[src/hw/rtl/tzpc_pkg.sv]
// shared types and constants for the two-zone people counter
package tzpc_pkg;

  localparam int DIST_W  = 16;
  localparam int COUNT_W = 16;
  localparam int FILL_W  = 3;
  localparam int PAT_W   = 2;

  // reset value of the occupancy threshold
  localparam logic [DIST_W-1:0] THRESH_RESET = 16'd1000;

  // path fill marks
  localparam logic [FILL_W-1:0] FILL_START = 3'd1;
  localparam logic [FILL_W-1:0] FILL_FULL  = 3'd4;

  // occupancy patterns, bit 0 left, bit 1 right
  localparam logic [PAT_W-1:0] PAT_LEFT  = 2'd1;
  localparam logic [PAT_W-1:0] PAT_RIGHT = 2'd2;
  localparam logic [PAT_W-1:0] PAT_BOTH  = 2'd3;

  // count limits
  localparam logic signed [COUNT_W-1:0] COUNT_MAX = 16'sh7FFF;
  localparam logic signed [COUNT_W-1:0] COUNT_MIN = -16'sh8000;

  // one reading held in the input register
  typedef struct packed {
    logic [DIST_W-1:0] distance;
    logic              zone;
  } reading_t;

  // one result on its way to the output register
  typedef struct packed {
    logic                      right_occupied;
    logic                      left_occupied;
    logic                      zone_changed;
    logic signed [COUNT_W-1:0] people_count;
  } result_t;

endpackage

[src/hw/rtl/tzpc_in_stage.sv]
// input register with slave-side stream handshake
module tzpc_in_stage (
  input  logic              clk,
  input  logic              rst,
  input  logic              s_tvalid,
  output logic              s_tready,
  input  tzpc_pkg::reading_t s_item,
  input  logic              advance,
  output logic              held_valid,
  output tzpc_pkg::reading_t held_item
);
  import tzpc_pkg::*;

  // room when empty or when the held reading moves on this cycle
  assign s_tready = !held_valid || advance;

  // valid flag
  always_ff @(posedge clk) begin
    if (rst) begin
      held_valid <= 1'b0;
    end else if (s_tready) begin
      held_valid <= s_tvalid;
    end
  end

  // payload, no reset needed
  always_ff @(posedge clk) begin
    if (s_tready && s_tvalid) begin
      held_item <= s_item;
    end
  end

endmodule

[src/hw/rtl/tzpc_core.sv]
// occupancy tracking, path record and saturating count
module tzpc_core (
  input  logic                       clk,
  input  logic                       rst,
  input  logic                       step,
  input  tzpc_pkg::reading_t          item,
  input  logic [tzpc_pkg::DIST_W-1:0] threshold,
  output tzpc_pkg::result_t           result
);
  import tzpc_pkg::*;

  logic                      left_state;
  logic                      right_state;
  logic [FILL_W-1:0]         path_fill;
  logic [PAT_W-1:0]          path_record [1:3];
  logic signed [COUNT_W-1:0] net_count;

  logic                      left_next;
  logic                      right_next;
  logic [FILL_W-1:0]         path_fill_next;
  logic [FILL_W-1:0]         fill_inc;
  logic signed [COUNT_W-1:0] net_count_next;
  logic                      occ;
  logic                      changed;
  logic [PAT_W-1:0]          pattern;
  logic [1:0]                rec_idx;
  logic                      rec_we;
  logic                      path_in;
  logic                      path_out;

  // occupancy of this reading and its zone update
  always_comb begin
    occ        = (item.distance < threshold);
    left_next  = left_state;
    right_next = right_state;
    if (item.zone) begin
      right_next = occ;
    end else begin
      left_next = occ;
    end
    changed = item.zone ? (occ != right_state) : (occ != left_state);
    pattern = {right_next, left_next};
  end

  // path judgement on a change event
  always_comb begin
    fill_inc       = (path_fill < FILL_FULL) ? path_fill + FILL_W'(1) : FILL_FULL;
    path_fill_next = path_fill;
    net_count_next = net_count;
    rec_we         = 1'b0;
    rec_idx        = 2'(fill_inc - FILL_W'(1));
    path_in  = (path_record[1] == PAT_LEFT) && (path_record[2] == PAT_BOTH) &&
               (path_record[3] == PAT_RIGHT);
    path_out = (path_record[1] == PAT_RIGHT) && (path_record[2] == PAT_BOTH) &&
               (path_record[3] == PAT_LEFT);
    if (changed) begin
      if (!left_next && !right_next) begin
        if (fill_inc == FILL_FULL) begin
          if (path_in) begin
            if (net_count != COUNT_MAX) begin
              net_count_next = net_count + COUNT_W'(1);
            end
          end else if (path_out) begin
            if (net_count != COUNT_MIN) begin
              net_count_next = net_count - COUNT_W'(1);
            end
          end
        end
        path_fill_next = FILL_START;
      end else begin
        path_fill_next = fill_inc;
        rec_we         = 1'b1;
      end
    end
  end

  // control state
  always_ff @(posedge clk) begin
    if (rst) begin
      left_state  <= 1'b0;
      right_state <= 1'b0;
      path_fill   <= FILL_START;
      net_count   <= '0;
    end else if (step) begin
      left_state  <= left_next;
      right_state <= right_next;
      path_fill   <= path_fill_next;
      net_count   <= net_count_next;
    end
  end

  // path record, entry 0 is always zero and not stored
  always_ff @(posedge clk) begin
    if (rst) begin
      path_record[1] <= '0;
      path_record[2] <= '0;
      path_record[3] <= '0;
    end else if (step && rec_we && (rec_idx != 2'd0)) begin
      path_record[rec_idx] <= pattern;
    end
  end

  // result after this reading
  always_comb begin
    result.people_count   = net_count_next;
    result.zone_changed   = changed;
    result.left_occupied  = left_next;
    result.right_occupied = right_next;
  end

endmodule

[src/hw/rtl/two_zone_people_counter.sv]
// two-zone doorway people counter, top level
// a reading passes the input register, then the result register, before its result is offered
// throughput: one reading per cycle while the output is not stalled, the state update is a single compare and add
// reset: synchronous, clears occupancy, path record and count, threshold back to 1000
module two_zone_people_counter (
  input  logic                       clk,
  input  logic                       rst,
  input  logic                       cfg_we,
  input  logic [tzpc_pkg::DIST_W-1:0] cfg_wdata,
  input  logic                       s_tvalid,
  output logic                       s_tready,
  input  logic [15:0]                s_tdata,   // distance[15:0]
  input  logic                       s_tuser,   // zone
  output logic                       m_tvalid,
  input  logic                       m_tready,
  output logic [23:0]                m_tdata    // people_count, zone_changed,
                                                // left_occupied, right_occupied, zero fill
);
  import tzpc_pkg::*;

  logic [DIST_W-1:0] threshold;
  reading_t          s_item;
  reading_t          held_item;
  logic              held_valid;
  logic              advance;
  result_t           result;
  result_t           out_result;

  // threshold register
  always_ff @(posedge clk) begin
    if (rst) begin
      threshold <= THRESH_RESET;
    end else if (cfg_we) begin
      threshold <= cfg_wdata;
    end
  end

  assign s_item.distance = s_tdata[DIST_W-1:0];
  assign s_item.zone     = s_tuser;

  // a held reading moves when the result register is free or drains
  assign advance = held_valid && (!m_tvalid || m_tready);

  tzpc_in_stage u_in (
    .clk        (clk),
    .rst        (rst),
    .s_tvalid   (s_tvalid),
    .s_tready   (s_tready),
    .s_item     (s_item),
    .advance    (advance),
    .held_valid (held_valid),
    .held_item  (held_item)
  );

  tzpc_core u_core (
    .clk       (clk),
    .rst       (rst),
    .step      (advance),
    .item      (held_item),
    .threshold (threshold),
    .result    (result)
  );

  // result register valid
  always_ff @(posedge clk) begin
    if (rst) begin
      m_tvalid <= 1'b0;
    end else if (advance) begin
      m_tvalid <= 1'b1;
    end else if (m_tready) begin
      m_tvalid <= 1'b0;
    end
  end

  // result register payload
  always_ff @(posedge clk) begin
    if (advance) begin
      out_result <= result;
    end
  end

  assign m_tdata = {5'b0, out_result.right_occupied, out_result.left_occupied,
                    out_result.zone_changed, out_result.people_count};

endmodule

[config.mk]
export PLATFORM = sky130hd
export DESIGN_NAME = two_zone_people_counter
export DESIGN_NICKNAME = d
export VERILOG_FILES = /design/src/hw/rtl/tzpc_pkg.sv /design/src/hw/rtl/tzpc_in_stage.sv /design/src/hw/rtl/tzpc_core.sv /design/src/hw/rtl/two_zone_people_counter.sv
export SDC_FILE = /design/constraint.sdc
export NUM_CORES = 1
export LEC_CHECK = 0
export BUFFER_PORTS_ARGS = -buffer_cell sky130_fd_sc_hd__buf_2
export CAP_MARGIN = 20
export CORE_UTILIZATION = 45
export CTS_BUF_LIST = sky130_fd_sc_hd__clkbuf_8
export DETAILED_ROUTE_END_ITERATION = 10
export GPL_TIMING_DRIVEN = 1
export SLEW_MARGIN = 20
export SYNTH_ARGS = -nofsm -noshare
export SYNTH_HDL_FRONTEND = slang
export SYNTH_HIERARCHICAL = 1
export SYNTH_SLANG_ARGS = --single-unit
[constraint.sdc]
create_clock -name clk -period 5.17 [get_ports clk]
set_clock_uncertainty 0.2 [all_clocks]
set_input_delay 0.517 -clock clk [delete_from_list [all_inputs] [get_ports clk]]
set_output_delay 0.517 -clock clk [all_outputs]
set_load 0.02 [all_outputs]
==> run summary <==
Status: finished, final reports clean
Net Sw Frac: 0.274
Worst Setup Start Kind: flip-flop
Via-per-instance ratio: 5.51
HP Start: s_tdata[15]
Clk Tree Root Cell: clkbuf_8
Clock latency on the worst-skew pair: 360 ps
P&R area growth vs syn: 9.74%
Total grt overflow: 0
Pwr dens: 257 nW/um^2
Crit path max-delay cell type: a21o_1
DRT iter0 DRCs: 146
CP cell instances: inv_1, ha_1, a21o_1, o21ai_0, o311a_1, a21o_1, a21oi_1, o22a_1
Post-Synth XOR/XNOR Area: 0.0227
Die area: 10700 sq um
Crit path DAT: 3080 ps
Register bit total from synthesis: 81
CP peak stage delay: 570 ps
Cell variety after synth: 85
Final Hold Viols: 0
Slew HR: 0.428
DRT Wirelength: 9760 um
Leakage power: 1.99 nW
Crit path required time: 5090 ps
Die Y: 103 um
CTS buffer count: 9
Avg Synthesized Cell Area: 9.95 sq um
Rows: 36
Remaining antenna violation count after routing: 0
Crit path time final: 3160 ps
Max_cap viols: 0
Worst setup EP type: flip-flop
Mapped Cells: 465
CTS H-tree lvls: 3
Post_cts resized: 0
Worst setup path category: flip-flop to flip-flop
RSZ-0062 raised after global routing: no
Input/output buffers: 58
Post-Synth Adder-Cell Area: 0.0514
Slew Viols, Final: 0
Pin count of the biggest net entering global routing: 47
Wire per inst: 15.2 um
Worst Max-Slew Pin Slew: 858 ps
Diodes inserted: 0
CP Max Fanout: 13
Comb pwr share: 0.118
Post-Synth Simple-Gate Area: 0.200
Filler cell count: 907
Vias: 3548
Final Setup Violations: 0
First-pass GRT wire length: 16100 um
WP buf/inv: 1
Detailed Routing Iterations Pass 1: 5
Yosys warning total: 6
Max frequency: 316 MHz
Prevailing post-synth register cell: edfxtp_1
GRT Util Overall: 0.201
Max VDD drop: 136 uV
Share of cells above drive strength 1: 0.209
R2r startpoint: threshold[14]$_SDFFE_PP0P_
Post-cts hold buffer count: 0
Final Wtd Congestion: 0.887
Die X: 103 um
Seq/Total Area, Yosys: 0.441
Seq pwr share: 0.552
Area leader, netlist: edfxtp_1
Min-Delay Path Class: primary input to flip-flop
TritonCTS Sinks: 81
Core Area: 9860 sq um
Area contributors post-synth: edfxtp_1, dfxtp_1, ha_1
Worst slack, placed: 2060 ps
Post-synth top area share: 0.273
Mapped cell area: 4630 sq um
Setup crit start: threshold[14]$_SDFFE_PP0P_
Most common cell after layout, fill and taps aside: buf_2
Worst setup slack after layout: 2010 ps
Commonest cells after routing, fill and taps aside: buf_2, edfxtp_1, dfxtp_1, nor2_1, inv_1
Maximum root-to-sink buffer count: 2
Hpwl dp: 6950 um
CTS tree: done
Final nets: 563
Mux cell area share after synthesis: 0.0384
Final TNS setup: 0 ps
Initial antenna violation count: 0
NetSw: 0.358 mW
WHS: 124 ps
Top delay family on crit path: compound AO/OA/AOI/OAI gates
Initial Utilization: 0.469
Post-synthesis compound-gate area fraction: 0.174
Number of flops mapped to enable cells by yosys: 42
Tcrit/Tclk final: 0.612
Ys async rst share: 0
Number of global-route vias before repair: 3355
Critical Path Most Common Cell: a21o_1
Clock power share: 0.329
Clk slew on worst S/H paths: 90 ps
# Post-CTS Setup Buffers: 0
DRC viols: 0
Largest family of logic cells by synthesized area: simple AND/OR/NAND/NOR gates
Int Power: 0.948 mW
Boundary Pins: 64
metrics by stage:
step                       util  power (mW)  std cells  area (sq um)
after floorplan               -       0.853        469          4640
after global placement    0.497       0.887        628          4900
after detailed placement  0.497       0.891        628          4900
after CTS                 0.515        1.32        644          5080
after global routing      0.515        1.37        644          5080
final                     0.515        1.31        644          5080
flip-flops by register name (all words and copies together), names as in the netlist:
name	count
u_core/right_state	1
u_core/path_record	6
u_core/left_state	1
u_in/held_item	17
u_core/net_count	16
m_tvalid	1
m_tdata	19
threshold	16
u_core/path_fill	3
u_in/held_valid	1
per-layer routing:
metal / wire length [um] / GRT usage / vias to the layer above
met4: 140 / 0.0943 / 0
li1: - / - / 1779
met3: 263 / 0.0242 / 9
met5: 0 / 0 / -
met2: 4560 / 0.320 / 64
met1: 4800 / 0.273 / 1696
cell type report:
cell class,instances,area [sq um],share of cell area
clock inverter,7,53.8,0.0106
timing repair buffer,60,305,0.0601
sequential,81,2040,0.402
clock buffer,9,124,0.0244
tap,133,166,0.0328
multi-input combinational,324,2270,0.448
inverter,30,113,0.0222
power by group through the flow:
| stage | Combinational, mW | Clock [mW] | Sequential (mW) |
|---|---|---|---|
| 2_1_floorplan | 0.110 | 0 | 0.744 |
| 3_3_place_gp | 0.152 | 0 | 0.735 |
| 3_5_place_dp | 0.155 | 0 | 0.736 |
| 4_1_cts | 0.156 | 0.445 | 0.721 |
| 5_1_grt | 0.173 | 0.468 | 0.725 |
| 6_report | 0.154 | 0.430 | 0.721 |
worst paths after layout:
path / to / slack [ps] / cells after the start
hold reg to reg: u_core/path_fill[1]$_SDFFE_PP0P_ / 290 / 2
hold / removal: u_in/held_item[16]$_DFFE_PP_ / 120 / 1
setup / recovery: m_tdata[14]$_DFFE_PP_ / 2010 / 8
setup reg to reg: m_tdata[14]$_DFFE_PP_ / 2010 / 8
cell families after synthesis:
logic type,after synthesis
mux,17
compound gates,113
buf+inv,64
simple gates,158
flops,81
xor+xnor,12
other cells,1
fa+ha+maj,19
cell usage after synthesis (all sizes together) (4+ instances only):
cell and number:
or3 14, clkbuf 13, nor3 7, edfxtp 42, o21ai 22, a31oi 7, xnor2 6, xor2 6
inv 30, a211oi 4, dfxtp 39, a211o 6, nand4 5, buf 21, nor3b 4, mux2i 14
nor4 7, nand3 16, and2 4, a21oi 30, a21o 8, nor2b 8, nor2 41, ha 19
and3 7, nand2 24
(Power assumes the default switching activity.)
